**src/hdl/frds_ram.sv**
```systemverilog
`timescale 1ns / 1ps

module frds_ram #(
  parameter int WIDTH = 8,
  parameter int DEPTH = 128
) (
  input  logic                     clk_i,
  input  logic                     we_i,
  input  logic [$clog2(DEPTH)-1:0] waddr_i,
  input  logic [WIDTH-1:0]         wdata_i,
  input  logic [$clog2(DEPTH)-1:0] raddr_i,
  output logic [WIDTH-1:0]         rdata_o
);

  logic [WIDTH-1:0] mem_q [DEPTH];

  always_ff @(posedge clk_i) begin
    if (we_i) begin
      mem_q[waddr_i] <= wdata_i;
    end
    rdata_o <= mem_q[raddr_i];
  end

endmodule

```
**config.mk**
```make
export PLATFORM = sky130hd
export DESIGN_NAME = frds_ram
export DESIGN_NICKNAME = d
export VERILOG_FILES = /design/src/hdl/frds_ram.sv
export SDC_FILE = /design/constraint.sdc
export NUM_CORES = 1
export LEC_CHECK = 0
export BUFFER_PORTS_ARGS = -buffer_cell sky130_fd_sc_hd__buf_2
export CORE_MARGIN = 2
export CORE_UTILIZATION = 60
export DETAILED_ROUTE_END_ITERATION = 12
export PLACE_DENSITY_LB_ADDON = 0.12
export SYNTH_ARGS = -nofsm -noshare
export SYNTH_HDL_FRONTEND = slang
export SYNTH_SLANG_ARGS = --single-unit
```
**constraint.sdc**
```tcl
create_clock -name clk_i -period 8.6 [get_ports clk_i]
set_clock_uncertainty 0.1 [all_clocks]
set_input_delay 0.86 -clock clk_i [delete_from_list [all_inputs] [get_ports clk_i]]
set_output_delay 0.86 -clock clk_i [all_outputs]
set_load 0.01 [all_outputs]
```
==> metrics.md <==
| Metric | Value |
|---|---|
| Average wire per standard cell | about 32 um |
| Ratio of cells with drive above 1 in the final layout | a little under a third |
| Category of cells accounting for the largest share of critical-path delay | multiplexers |
| P&R area growth vs syn | 10.9% |
| Clock power frac | between 40 and 50% |
| Initial cell density of the core | about three fifths |
| Detailed-route DRC error count | 0 |
| Met1 Resource Use GR | about two fifths |
| Critical Setup Path Class | input port to register |
| Post-detailed-routing wire length | between 80 and 90 mm |
| Initial drt markers | approximately 2.2k |
| Cells on worst reg2reg path | 4 |
| Leakage | approximately 13 nW |
| Number of nets produced by synthesis | approximately 1.7k |
| Initial antenna violation count | 6 |
| Final setup viols | 0 |
| Final critical delay including setup and external delays | approximately 4 ns |
| Combined global-route utilization of all metal layers | around a quarter |
| Vias per std cell | around 6.6 |
| Part of the power in registers | a little over half |
| Total negative setup slack | 0 ns |
| Global routing's busiest layer | met2 |
| Post-CTS Hold Fix Bufs | 0 |
| Wire length of the first global-routing pass | 124 mm |
| Kind of end point of the critical path | register |
| Highest-delay cell along the critical path | buf_12 |
| HP Class | input port to register |
| Max-cap violations | 0 |
| Final layout net count | roughly 1.7k |
| Register clock-pin slew on the reported worst setup and hold paths | about 0.060 ns |
| Maximum number of pins on one net before global-route repair | ~140 |
| Final estimated routing congestion in global placement | between 0.7 and 0.8 |
| Int Power | around 8.2 mW |
| Fin crit share | between 40% and 50% |
| Chip Height | roughly 260 um |
| Logic depth of the worst setup path including buffers | 6 |
| DR pass1 iterations | 5 |
| Mean Syn Cell Area | around 24 um2 |
| Worst vdd ir | 0.189 mV |
| Portion of the post-synthesis area used by sequential elements | 77.9% |
| Core occupancy in the finished layout | 67.0% |
| Result of the run | completed |
| Ranking of synthesized cells by area | edfxtp_1 78%, mux4_2 19%, nor2_1 1.2%, clkbuf_1 0.42%, dfxtp_1 0.40% |
| Final-report hold violation count | 0 |
| Worst slew slack as a fraction of its limit | a little over an eighth |
| Maximum buffer depth of the clock tree | 3 |
| Achievable frequency | roughly 260 MHz |
| Post-synthesis instance total | 1635 |
| Floorplan row count | between 90 and 100 |
| Number of clock sinks seen by CTS | roughly 1.0k |
| Most used cell, CP | mux4_2 |
| Number of unique standard cell types used by synthesis | 17 |
| Critical path data required time | roughly 9.0 ns |
| Die span in x | between 200 and 300 um |
| NetSw | about 2.1 mW |
| Highest-count cells in the layout ignoring fill and taps | 1024 x edfxtp_1, 336 x mux4_2, 122 x nor2_1 |
| Post-CTS setup-driven buffer insertion count | 0 |
| Area share of the leading cell type in the synthesized netlist | 77.5% |
| Via count | around 18k |
| Worst-Skew Late Latency | between 0.6 and 0.7 ns |
| Clock tree from TritonCTS | done |
| Max Slew Vio Count | 0 |
| Max FO, Critical Path | 100 |
| Share of total power in combinational logic | under 10% |
| Fraction of power spent switching nets | between 20% and 30% |
| Area of the die | 0.0682 mm2 |
| GR Layer Usage met3 | 5.17% |
| Vias in the first global route | 17.7k |
| GR Util met2 | 39.7% |
| CTS Buf Count | 100 |
| Placeable core area | between 0.06 and 0.07 mm2 |
| Cell area power density | around 240 mW/mm2 |
| Number of warnings reported in the yosys synthesis log | 0 |
| Worst endpoint data arrival time | 4.34 ns |
| Stage delay of the slowest cell on the critical path | 0.71 ns |
| RSZ-0062 raised after global routing | false |
| Cell-by-cell listing of the critical path | buf_8 -> buf_12 -> mux4_2 -> mux4_2 -> mux4_2 -> mux2_2 |
| Actual transition at the worst max-transition pin | between 1 and 1.5 ns |
| Most common cell after layout, fill and taps aside | edfxtp_1 |
| Number of cells traversed by the worst hold path | 1 |
| #FFs+latches synth | around 1.0k |
| Detail Placement HPWL | between 50 and 60 mm |
| Resize count post-CTS | 0 |
| PortBufs | 31 |
| Dominant cell type by area after synthesis | edfxtp_1 |
| Cell at the root of the clock tree | clkbuf_16 |
| CTS H-tree depth | 3 |
| Total gr overflow | 0 |
| Synth Cell Area | roughly 0.040 mm2 |
| ANT nets after route | 0 |
| # IOs | 32 |
| Worst hold slack across all endpoints | around 0.40 ns |
| Buffering stage count on the worst path with inverters included | 2 |
| Type of element launching the critical path | input port |
[kinds of logic after synthesis]
logic type             after synthesis  synth area share, %
flip-flops                        1032                 77.9
AND/OR/NAND/NOR                    170                 1.76
buffers and inverters               89                 1.01
multiplexers                       344                 19.3
[cell type report]
type	instances	area, um2
antenna	1	2.50
clock buffer	124	2660
clock inverter	61	562
fill	4027	21600
multi-input combinational	514	8370
sequential	1032	30900
tap	864	1080
timing repair buffer	55	413
[layer usage]
metal | routed length [um] | vias to the layer above
li1 | - | 7167
met1 | 34700 | 9440
met2 | 41000 | 790
met3 | 6840 | 151
met4 | 2260 | 6
met5 | 30 | -
[cell usage after synthesis, drive strengths merged]
cell type  count
mux4         336
nor3           9
buf           45
clkbuf        44
nand4          3
nor2b          7
nor2         122
nand3         12
nand2b         2
edfxtp      1024
nand2         14
mux2           8
dfxtp          8
or3            1
[final timing paths]
path                           start                       to  slack, ns
min                       wdata_i[5]  mem_q[116][5]$_DFFE_PP_       0.40
min reg2reg  mem_q[122][5]$_DFFE_PP_       rdata_o[5]$_DFF_P_       1.06
max                       raddr_i[0]       rdata_o[3]$_DFF_P_       4.69
max reg2reg    mem_q[5][1]$_DFFE_PP_       rdata_o[1]$_DFF_P_       6.08
[power groups by stage]
stage          registers, mW  clock network (mW)  logic (mW)
2_1_floorplan           5.67                   0       0.281
3_3_place_gp            5.68                   0       0.486
3_5_place_dp            5.68                   0       0.493
4_1_cts                 5.57                4.35       0.493
5_1_grt                 5.57                4.53       0.517
6_report                5.57                4.29       0.489
[flip-flops by register name, summed over array words and instances, names as in the netlist]
register and flops:
rdata_o 8, mem_q 1024
[metrics by stage]
stage | power [mW] | std cells | setup WS (ns) | area [um2]
3_3_place_gp | 6.16 | 2464 | 3.94 | 40800
4_1_cts | 10.4 | 2649 | 4.66 | 44000
6_report | 10.4 | 2651 | 4.69 | 44000
2_1_floorplan | 5.95 | 1635 | 5.14 | 39700
5_1_grt | 10.6 | 2650 | 4.48 | 44000
3_5_place_dp | 6.17 | 2464 | 3.97 | 40800
(Power assumes the default switching activity.)
