## src/hdl/frds_pkg.sv

```systemverilog
`timescale 1ns / 1ps

package frds_pkg;

  // defaults for the top level parameters
  localparam int DEF_NUM_BANKS   = 16;
  localparam int DEF_QUEUE_DEPTH = 64;
  localparam int DEF_ROW_BITS    = 16;
  localparam int DEF_TAG_BITS    = 8;

  // fixed field widths
  localparam int BANK_W     = 4;
  localparam int BANK_EXT_W = 7;
  localparam int CFG_W      = 7;
  localparam int CFG_IDX_W  = 3;

  // command kinds
  typedef enum logic {
    REQ_ADD   = 1'b0,
    REQ_SCHED = 1'b1
  } req_kind_e;

  // configuration register indexes
  typedef enum logic [CFG_IDX_W-1:0] {
    REG_SPLIT  = 3'd0,
    REG_HIGH   = 3'd1,
    REG_LOW    = 3'd2,
    REG_RD_LIM = 3'd3,
    REG_WR_LIM = 3'd4
  } reg_idx_e;

  // control from the sequencer to the scan unit
  typedef struct packed {
    logic clear;
    logic sample;
  } scan_ctl_t;

endpackage

```

## src/hdl/frds_scan.sv

```systemverilog
`timescale 1ns / 1ps

module frds_scan import frds_pkg::*; #(
  parameter int ROW_BITS = DEF_ROW_BITS,
  parameter int TAG_BITS = DEF_TAG_BITS,
  parameter int SW       = 7,
  parameter int AW       = 7
) (
  input  logic                clk_i,
  input  logic                rst_ni,
  input  scan_ctl_t           ctl_i,
  input  logic                q_i,
  input  logic [BANK_W-1:0]   bank_i,
  input  logic [ROW_BITS-1:0] tgt_row_i,
  input  logic                valid_i,
  input  logic [SW-1:0]       slot_i,
  input  logic [BANK_W-1:0]   e_bank_i,
  input  logic [ROW_BITS-1:0] e_row_i,
  input  logic [TAG_BITS-1:0] e_tag_i,
  input  logic                e_isw_i,
  input  logic                e_inwq_i,
  input  logic [AW-1:0]       e_arr_i,
  output logic                m_found_o,
  output logic                m_multi_o,
  output logic [SW-1:0]       m_slot_o,
  output logic [AW-1:0]       m_arr_o,
  output logic [ROW_BITS-1:0] m_row_o,
  output logic [TAG_BITS-1:0] m_tag_o,
  output logic                m_isw_o,
  output logic                a_found_o,
  output logic [ROW_BITS-1:0] a_row_o
);

  logic          bank_hit, row_hit;
  logic [AW-1:0] a_arr_q;

  assign bank_hit = valid_i && (e_inwq_i == q_i) && (e_bank_i == bank_i);
  assign row_hit  = bank_hit && (e_row_i == tgt_row_i);

  always_ff @(posedge clk_i or negedge rst_ni) begin
    if (!rst_ni) begin
      m_found_o <= 1'b0;
      m_multi_o <= 1'b0;
      a_found_o <= 1'b0;
    end else if (ctl_i.clear) begin
      m_found_o <= 1'b0;
      m_multi_o <= 1'b0;
      a_found_o <= 1'b0;
    end else if (ctl_i.sample) begin
      if (row_hit) begin
        if (m_found_o) begin
          m_multi_o <= 1'b1;
        end
        if (!m_found_o || (e_arr_i < m_arr_o)) begin
          m_found_o <= 1'b1;
          m_slot_o  <= slot_i;
          m_arr_o   <= e_arr_i;
          m_row_o   <= e_row_i;
          m_tag_o   <= e_tag_i;
          m_isw_o   <= e_isw_i;
        end
      end
      if (bank_hit && (!a_found_o || (e_arr_i < a_arr_q))) begin
        a_found_o <= 1'b1;
        a_arr_q   <= e_arr_i;
        a_row_o   <= e_row_i;
      end
    end
  end

endmodule

```

## config.mk

```make
export PLATFORM = sky130hd
export DESIGN_NAME = frds_scan
export DESIGN_NICKNAME = d
export VERILOG_FILES = /design/src/hdl/frds_pkg.sv /design/src/hdl/frds_scan.sv
export SDC_FILE = /design/constraint.sdc
export NUM_CORES = 1
export LEC_CHECK = 0
export ABC_AREA = 0
export BUFFER_PORTS_ARGS = -buffer_cell sky130_fd_sc_hd__buf_2
export CORE_ASPECT_RATIO = 0.5
export CORE_MARGIN = 3
export CORE_UTILIZATION = 33
export DETAILED_ROUTE_END_ITERATION = 16
export HOLD_SLACK_MARGIN = 0.02
export MAX_ROUTING_LAYER = met4
export PLACE_DENSITY_LB_ADDON = 0.05
export SETUP_SLACK_MARGIN = 0.5
export SYNTH_ARGS = -nofsm -noshare
export SYNTH_HDL_FRONTEND = slang
export SYNTH_SLANG_ARGS = --single-unit
```

## constraint.sdc

```tcl
create_clock -name clk_i -period 3.55 [get_ports clk_i]
set_input_delay 0.5325 -clock clk_i [delete_from_list [all_inputs] [get_ports clk_i]]
set_output_delay 0.5325 -clock clk_i [all_outputs]
set_load 0.01 [all_outputs]
```

==> reports/metrics.cfg, run 1 <==
[outcome]
status = finished, final reports clean

[worst_setup_path]
crit_path_top_delay_cell = nor4_1
slowest_delay_ns = 0.43
crit_required_ns = 3.54
worstSetupStartpointType = input port
crit_fanout = 26
path_cells = buf_2 > xor2_1 > nor4_1 > nand4_1 > a2111oi_4 > buf_4
critPathKind = in -> reg
cp-end-kind = flip-flop
arrival_ns = 2.32

[power]
p_clk_share_pct = 44.8
netSwitchingPower_uw = 339
powerDensity_mw_per_mm2 = 467
power_frac_comb_pct = 5.3
switching_share_pct = 20.1
intPower_uw = 1350
max-vdd-ir-drop_mv = 0.243
p_leak_uw = 0.00155
seqPwrFrac_pct = 49.9

[floorplan]
die_y_microns = 68.0
initial_utilization_pct = 36.0
die_w_microns = 130
die-area_sq_mm = 0.00883
ioPinCount = 128
core_area_sq_mm = 0.00704
row_count = 21

[timing]
final.setup.tns_ns = 0
worstMarginPinSlew_ns = 0.434
fin_skew_ns = 0.00433
fmax_mhz = 428
fin_crit_sh_pct = 65.8
slew_violations = 0
rsz0062_at_grt = false
slew_headroom_pct = 70.8
setup-violations-final = 0
fin_crit_ns = 2.34
hold_viol_final = 0

[synth]
ys_warn_count = 0
synth-seq-cells = 65
seq_area_frac_synth_pct = 76.4
syn-cell-area_sq_mm = 0.00253
synth_cells = 145
synth_nets = 227
syn_area_per_cell_sq_um = 17.5
netlist-cell-type-count = 20

[cells_and_area]
drive_gt1_share_pct = 50.0
multi_input_area_sq_um = 574
finalNetCount = 369
finalNonFillerCells = 384
finalInstanceArea_sq_mm = 0.00361
area_growth_pct = 42.4
seqCellArea_sq_mm = 0.00194
n_fill_cell = 659
antenna_cells = 0

[clocking]
post_cts_resized = 0
clock_latency_ns = 0.33
post-cts-setup-buffers = 0
clockRootBuffer = clkbuf_16
cts_made_buffers = 9
h-tree-depth = 3
clk_pin_slew_worst_paths_ns = 0.05
cts_sinks = 65
cts_buffer_depth = 2
cts_tree = built

[run]
drv_cap = 0

[global_routing]
grt_use_total_pct = 13.3
antenna_found_initial = 0
grt_overflow_total = 0
grt_pass1_vias = 1692
grt_pass1_wl_microns = 8180
grt_max_degree = 27

[detailed_routing]
wire_per_inst_microns = 14.7
first_pass_iters = 4
drt-initial-drc-count = 49
ant_nets = 0
route.vias.total = 1669
vias_per_cell = 4.35
wirelength_microns = 5650
drc = 0

[worst_hold_path]
hp-class = in -> reg

[placed_design]
gp_congestion = 0.695
place_inst = 367
dp.final_hpwl_microns = 4250
place_area_sq_mm = 0.00334
portBuffers = 127

cells in the final DEF, fill, tap and decap left out:
cell           count
nand4_1            2
o21ai_1            3
clkbuf_1           1
a211oi_4           1
ha_1              10
nor2b_1            2
buf_2            127
buf_4              3
clkinv_1           4
o32ai_1            1
nand3_1            2
o21ai_0            1
xnor2_1            1
a21oi_1            7
clkbuf_16          9
inv_1             16
dfrtp_1            3
xor2_1            20
dlygate4sd3_1      1
edfxtp_1          62
o22ai_1            1
a21o_1             2
ha_4               2
or2_4              1
a2111oi_4          1
nor4_1             5
clkinv_2           2
nand2_1            2
kinds of logic (layout without fill, tap and decap cells):
kind of cell    after synthesis  in the layout  synth area share (%)
compound gates               17             17                  4.74
simple gates                 14             14                  3.26
fa+ha+maj                    12             12                  5.93
buf+inv                      16            163                  2.37
flops                        65             65                  76.4
xor+xnor                     21             21                  7.26
worst max-delay path, delay by kind of cell:
kind / cells / cell delay, ns
buf+inv: 2 / 0.52
compound gates: 1 / 0.37
simple gates: 2 / 0.76
xor+xnor: 1 / 0.13
layout make-up:
type / instances / area share [%]
multi-input combinational: 64 / 15.9
sequential: 65 / 53.7
clock buffer: 10 / 6.35
timing repair buffer: 131 / 18.5
clock inverter: 6 / 0.693
tap: 92 / 3.19
inverter: 16 / 1.66
power by group through the flow:
stage                     clock (uW)  combinational, uW  sequential (uW)
after CTS                        782               90.9              841
after global placement             0               86.9              856
after floorplan                    0               29.9              857
after global routing             815                101              840
final                            755               89.4              841
after detailed placement           0               89.6              856
through the flow:
step	hold WS, ns	utilization (%)	power [uW]	worst slack (ns)
floorplan	0.237	-	887	0.440
global placement	0.339	47.5	943	0.838
detailed placement	0.345	47.5	946	0.822
CTS	0.367	51.2	1710	1.18
global route	0.361	51.2	1760	0.969
finish	0.385	51.2	1690	1.21
worst paths after layout:
kind                             from  cells after the start     endpoint  slack, ns
setup / recovery           e_row_i[8]                      6  m_slot_o[5]       1.21
hold / removal              slot_i[0]                      1  m_slot_o[0]       0.38
setup reg to reg           a_arr_q[2]                      8   a_row_o[1]       1.25
hold reg to reg             m_multi_o                      2    m_multi_o       0.54
max in group asynchronous      rst_ni                      2    a_found_o       2.88
min in group asynchronous      rst_ni                      2    m_multi_o       0.55
state kept, by name, summed over array words and instances, names as in the netlist:
register	flops
m_found_o	1
m_row_o	16
m_multi_o	1
m_isw_o	1
a_arr_q	7
a_row_o	16
a_found_o	1
m_arr_o	7
m_tag_o	8
m_slot_o	7
cells in the mapped netlist:
library cell | count | share of area, %
ha_1 | 12 | 5.9
a211oi_1 | 1 | 0.30
dfrtp_1 | 3 | 3.0
inv_1 | 16 | 2.4
edfxtp_1 | 62 | 73
a2111oi_4 | 1 | 1.1
a21o_1 | 2 | 0.59
nor4_1 | 5 | 1.2
or2_4 | 1 | 0.35
o21ai_1 | 3 | 0.59
nand4_1 | 2 | 0.49
o32ai_1 | 1 | 0.35
a21oi_1 | 7 | 1.4
o22ai_1 | 1 | 0.25
xor2_1 | 20 | 6.9
nand3_1 | 2 | 0.40
o21ai_0 | 1 | 0.20
xnor2_1 | 1 | 0.35
nand2_1 | 2 | 0.30
nor2b_1 | 2 | 0.49
layer usage:
layer  share of wire [%]  vias to the layer above  GRT usage, %
met5                   0                        -             -
met4                0.94                        0          4.27
met3                 7.2                        8          6.78
met2                  47                       66          20.6
met1                  45                      772          15.4
li1                    -                      823             -
repair_timing:
| action | 4_1_cts | 5_1_grt |
|---|---|---|
| endpoints found under the hold margin | 3 | 0 |
| endpoints found under the setup margin | 0 | 0 |
| hold buffers | 1 | 0 |
No activity file was read; power rests on OpenSTA's default activity.
==> run 2, diff against run 1 <==
Clock period 3.55 ns to 2.2 ns, I/O delays scaled along.
==> run 2 against run 1 <==
Net effect: utilization grew 4.6 points; clock skew increased by 0.0022 ns; sequential power rose by 62%; sequential cell count unchanged; final area grew 9.0%; register-to-register slack worse by 1.2 ns; final cell count is 4.2% higher; die area unchanged; clock-buffer cell count did not move; clock power increased by 93%; hold slack lost 0.20 ns; critical path depth grew 3; critical path type is now reg -> reg; largest cell class unchanged; largest power group is now the clock network.
==> reports/metrics.cfg, run 2 (same netlist as run 1, synthesis figures left out) <==
[worst_setup_path]
r2r_cells = 9  ; +1
r2r_slack_ns = 0.05  ; -1.20 ns
slowest_delay_ns = 0.41  ; -0.02 ns
critPathKind = reg -> reg
crit_required_ns = 2.23  ; -1.31 ns
worstSetupStartpointType = flip-flop
arrival_ns = 2.18  ; -0.14 ns
cp-end-kind = flip-flop
crit_fanout = 7  ; -73%
path_buf_inv = 3  ; +1
crit-reg2reg-launch = m_arr_o[2]
path_cells = inv_2 > ha_4 > a21oi_2 > o21ai_2 > a21oi_2 > o21ai_2 > a2111oi_4 > buf_4 > clkbuf_16
r2r_end = m_row_o[7]
crit_path_top_delay_cell = edfxtp_1
crit_family = compound AO/OA/AOI/OAI gates

[timing]
slew_violations = 0  ; unchanged
fin_skew_ns = 0.00652  ; +0.00219 ns
hold_viol_final = 0  ; unchanged
slew_headroom_pct = 76.0  ; +5.2 points
fin_crit_sh_pct = 97.7
final.setup.tns_ns = 0  ; unchanged
fin_crit_ns = 2.15
setup-violations-final = 0  ; unchanged
fmax_mhz = 465
worstMarginPinSlew_ns = 0.357  ; -0.0774 ns
rsz0062_at_grt = true

[floorplan]
ioPinCount = 128  ; unchanged
die-area_sq_mm = 0.00883  ; unchanged
core_area_sq_mm = 0.00704  ; unchanged
die_w_microns = 130  ; unchanged
row_count = 21  ; unchanged
die_y_microns = 68.0  ; unchanged
initial_utilization_pct = 36.0  ; unchanged

[detailed_routing]
drc = 0  ; unchanged
ant_nets = 0  ; unchanged
route.vias.total = 1750  ; +4.9%
drt-initial-drc-count = 95  ; +94%
wirelength_microns = 5750  ; +1.8%
vias_per_cell = 4.38  ; +0.66%
wire_per_inst_microns = 14.4  ; -2.3%
first_pass_iters = 4  ; unchanged

[worst_hold_path]
hp-class = in -> reg
min_to = m_tag_o[2]
min_from = e_tag_i[2]
min_path_cells = 1  ; unchanged

[global_routing]
grt_max_degree = 17  ; -37%
grt_pass1_wl_microns = 8420  ; +2.9%
antenna_found_initial = 0  ; unchanged
grt_pass1_vias = 1781  ; +5.3%
grt_overflow_total = 0  ; unchanged
grt_use_total_pct = 13.7  ; +0.33 points

[cells_and_area]
final_cell_mix = buf_2 (127), edfxtp_1 (62), xor2_1 (20), inv_1 (14), clkbuf_16 (11)
antenna_cells = 0  ; unchanged
drive_gt1_share_pct = 57.5  ; +7.5 points
top_regs = a_row_o (16), m_row_o (16), m_tag_o (8)
layout_commonest_cell = buf_2
final_util_pct = 55.8  ; +4.6 points
finalNonFillerCells = 400  ; +4.2%
area_growth_pct = 55.2
finalNetCount = 385  ; +4.3%

[clocking]
clockRootBuffer = clkbuf_16
cts_made_buffers = 9  ; unchanged
cts_buffer_depth = 2  ; unchanged
cts_tree = built
cts_sinks = 65  ; unchanged
h-tree-depth = 3  ; unchanged
clk_pin_slew_worst_paths_ns = 0.05  ; about the same
clock_latency_ns = 0.32  ; about the same

[power]
p_leak_uw = 0.00170  ; +9.2%
max-vdd-ir-drop_mv = 0.443  ; +82%
power_uw = 2980  ; +77%
powerDensity_mw_per_mm2 = 758  ; +62%

[placed_design]
gp_congestion = 0.709  ; +2.0%
place_inst = 376  ; +2.5%
dp.final_hpwl_microns = 4240  ; -0.20%
portBuffers = 127  ; unchanged

[run]
drv_cap = 0  ; unchanged

[outcome]
status = finished, final reports clean

[run 2: cell types whose count changed in the layout (fill, tap and decap cells not counted), moves of 3 or more]
cell / previous run / this run
a21oi_1: 7 / 2
a21oi_2: 0 / 5
buf_4: 3 / 9
buf_6: 0 / 3
clkinv_1: 4 / 1
o21ai_1: 3 / 0
o21ai_2: 0 / 4
[run 2: layout make-up]
type / instances / area (sq um)
clock buffer: 10 / 229
fill: 628 / 3110
timing repair buffer: 147 / 895
sequential: 65 / 1940
clock inverter: 6 / 82.6
inverter: 16 / 60.1
multi-input combinational: 64 / 614
tap: 92 / 115
[run 2: per-layer routing]
metal  GRT usage [%]  vias up  part of all wire, %
met5               -        -                    0
li1                -      856                    -
met3            6.86        5                  7.3
met4            3.89        0                 0.71
met2            21.4       69                   47
met1            15.7      820                   45
[run 2: through the flow]
stage | hold WS [ns] | area (sq um) | setup WS (ns)
2_1_floorplan | 0.0344 | 2540 | -0.830
3_3_place_gp | 0.134 | 3410 | -0.126
3_5_place_dp | 0.133 | 3410 | -0.154
4_1_cts | 0.168 | 3860 | -0.0336
5_1_grt | 0.160 | 3930 | -0.0508
6_report | 0.183 | 3930 | 0.0499
[run 2: power by group]
part	leakage [uW]	internal (uW)	total, uW	switching (uW)
combinational	0.000943	86.4	162	75.5
clock	0.000154	984	1460	476
sequential	0.000599	1360	1360	0.401
total	0.00170	2430	2980	552
[run 2: timing repair]
action	4_1_cts	5_1_grt
pin swaps	6	5
gates cloned	2	2
buffers inserted	1	2
hold buffers	1	0
resized for setup	16	7
endpoints found under the setup margin	62	62
hold endpoints to repair	3	0
[run 2: how the worst max path moves through the flow]
stage	cells past startpoint	from	end
2_1_floorplan	5	bank_i[0]	m_arr_o[0]
3_3_place_gp	8	e_arr_i[2]	m_arr_o[3]
3_5_place_dp	8	e_arr_i[2]	m_arr_o[0]
4_1_cts	8	m_arr_o[2]	m_row_o[7]
5_1_grt	9	m_arr_o[2]	m_row_o[12]
6_report	9	m_arr_o[2]	m_row_o[7]
==> run 3, diff against run 2 <==
Settings changed: PLACE_DENSITY from default to 0.62, PLACE_DENSITY_LB_ADDON 0.05 to default.
==> run 3 against run 2 <==
Net effect: hold slack barely moved; clock power decreased by 5%; worst setup slack better by 0.024 ns; total power fell by 2.8%; utilization is 1.3 points lower; clock skew is 0.0030 ns lower; sequential share of layout area up 1.2 points; global-route usage down 0.36 points; first-iteration DRC count grew 3.2%; final cell count decreased by 1.8%; non-clock buffer count is 7 lower; fmax up 1.2%; highest routed layer unchanged.
==> reports/metrics.cfg, run 3 (same netlist as run 1, synthesis figures left out) <==
[power]
max-vdd-ir-drop_mv = 0.318  ; -28%
powerDensity_mw_per_mm2 = 754  ; -0.44%
p_leak_uw = 0.00163  ; -3.9%
power_uw = 2900  ; -2.8%

[floorplan]
core_area_sq_mm = 0.00704  ; unchanged
row_count = 21  ; unchanged
die-area_sq_mm = 0.00883  ; unchanged
initial_utilization_pct = 36.0  ; unchanged
ioPinCount = 128  ; unchanged
die_y_microns = 68.0  ; unchanged
die_w_microns = 130  ; unchanged

[worst_setup_path]
startpoint = m_arr_o[2]
worstSetupStartpointType = flip-flop
crit_fanout = 31  ; +24
crit-reg2reg-launch = m_arr_o[2]
crit_required_ns = 2.22  ; about the same
critPathKind = reg -> reg
cp-end-kind = flip-flop
arrival_ns = 2.14  ; -0.04 ns

[global_routing]
grt_overflow_total = 0  ; unchanged
antenna_found_initial = 0  ; unchanged
grt_pass1_vias = 1759  ; -1.2%
grt_use_total_pct = 13.3  ; -0.36 points
grt_pass1_wl_microns = 8510  ; +1.1%
grt_max_degree = 32  ; +15

[cells_and_area]
seqCellArea_sq_mm = 0.00194  ; unchanged
final_cell_mix = buf_2 (124), edfxtp_1 (62), xor2_1 (19), inv_1 (14), ha_1 (10)
layout_commonest_cell = buf_2
drive_gt1_share_pct = 56.8  ; -0.66 points
finalInstanceArea_sq_mm = 0.00384  ; -2.3%
antenna_cells = 0  ; unchanged
top_regs = a_row_o (16), m_row_o (16), m_tag_o (8)
area_growth_pct = 51.6
multi_input_area_sq_um = 633  ; +3.1%
finalNetCount = 378  ; -1.8%
n_fill_cell = 598  ; -4.8%

[detailed_routing]
wirelength_microns = 6040  ; +4.9%
drc = 0  ; unchanged
route.vias.total = 1724  ; -1.5%
vias_per_cell = 4.39  ; +0.27%
first_pass_iters = 4  ; unchanged
wire_per_inst_microns = 15.4  ; +6.8%
ant_nets = 0  ; unchanged
drt-initial-drc-count = 98  ; +3.2%

[timing]
hold_viol_final = 0  ; unchanged
setup-violations-final = 0  ; unchanged
fin_skew_ns = 0.00350  ; -0.00302 ns
fin_crit_sh_pct = 96.6  ; -1.1 points
slew_violations = 0  ; unchanged
worstMarginPinSlew_ns = 0.472  ; +0.115 ns
setup_ws_ns = 0.0744  ; +0.0245 ns
fin_crit_ns = 2.13  ; -0.0245 ns
rsz0062_at_grt = true
slew_headroom_pct = 68.3  ; -7.7 points
fmax_mhz = 470  ; +1.2%

[clocking]
clock_latency_ns = 0.32  ; about the same
cts_made_buffers = 9  ; unchanged
clk_pin_slew_worst_paths_ns = 0.05  ; about the same
cts_tree = built
cts_buffer_depth = 2  ; unchanged
cts_sinks = 65  ; unchanged
clockRootBuffer = clkbuf_16
h-tree-depth = 3  ; unchanged

[placed_design]
dp.final_hpwl_microns = 4510  ; +6.3%
place_area_sq_mm = 0.00336  ; -1.5%
gp_congestion = 0.765  ; +8.0%
place_ws_ns = -0.128  ; +0.0261 ns
portBuffers = 127  ; unchanged

[worst_hold_path]
min_from = e_tag_i[6]
hp-class = in -> reg

[run]
drv_cap = 0  ; unchanged

[outcome]
status = finished, final reports clean

==> run 3: cell types whose count changed in the layout (fill, tap and decap cells not counted), sizes merged <==
cell / delta
clkinv: -2
inv: +1
bufinv: -1
clkinvlp: +3
clkbuf: -3
buf: -5
==> run 3: layer usage <==
| layer | global-route usage [%] | vias to the layer above | part of all wire [%] |
|---|---|---|---|
| met2 | 21.9 | 53 | 52 |
| met4 | 5.83 | 0 | 1.8 |
| li1 | - | 842 | - |
| met1 | 15.7 | 818 | 41 |
| met5 | - | - | 0 |
| met3 | 3.59 | 11 | 5.0 |
==> run 3: layout make-up <==
cell class,instances,area share (%)
Multi-Input combinational cell,64,16.5
Timing Repair Buffer,140,20.8
Clock buffer,9,5.86
Tap cell,92,3.00
Clock inverter,7,1.82
Inverter,16,1.56
Sequential cell,65,50.4
==> run 3: power by group <==
| group | internal, uW | leakage (uW) | switching, uW | total, uW |
|---|---|---|---|---|
| clock | 873 | 0.000135 | 503 | 1380 |
| sequential | 1360 | 0.000599 | 0.501 | 1360 |
| combinational | 85.6 | 0.000895 | 79.3 | 165 |
| total | 2310 | 0.00163 | 583 | 2900 |
==> run 3: metrics by stage <==
stage / TNS, ns / util (%) / hold slack (ns) / instances
floorplan: -40.79 / - / 0.0344 / 145
global placement: -2.31 / 47.7 / 0.133 / 371
detailed placement: -6.24 / 47.7 / 0.133 / 371
CTS: 0 / 53.3 / 0.173 / 392
global route: -1.72 / 54.5 / 0.166 / 393
finish: 0 / 54.5 / 0.183 / 393
==> run 3: path summary, 6_finish.rpt <==
path | to | slack, ns | cells past startpoint
setup / recovery | m_arr_o[0] | 0.07 | 8
hold / removal | m_tag_o[6] | 0.18 | 1
setup reg to reg | m_arr_o[0] | 0.07 | 8
hold reg to reg | m_multi_o | 0.57 | 2
max in group asynchronous | m_multi_o | 1.73 | 2
min in group asynchronous | a_found_o | 0.35 | 2
==> run 3: worst max-delay path, cell delays in order (launching register included) <==
cell	delay (ns)
edfxtp_1	0.40
inv_2	0.09
ha_4	0.19
a21oi_2	0.10
o21ai_1	0.09
a21oi_1	0.18
o21ai_2	0.10
a2111oi_4	0.40
buf_12	0.26
==> run 3: what timing repair did <==
action	4_1_cts	5_1_grt
hold buffers	1	0
pin swaps	8	7
cloned	1	0
resized for setup	14	15
buffers inserted	3	1
hold endpoints to repair	3	0
setup endpoints to repair	62	63
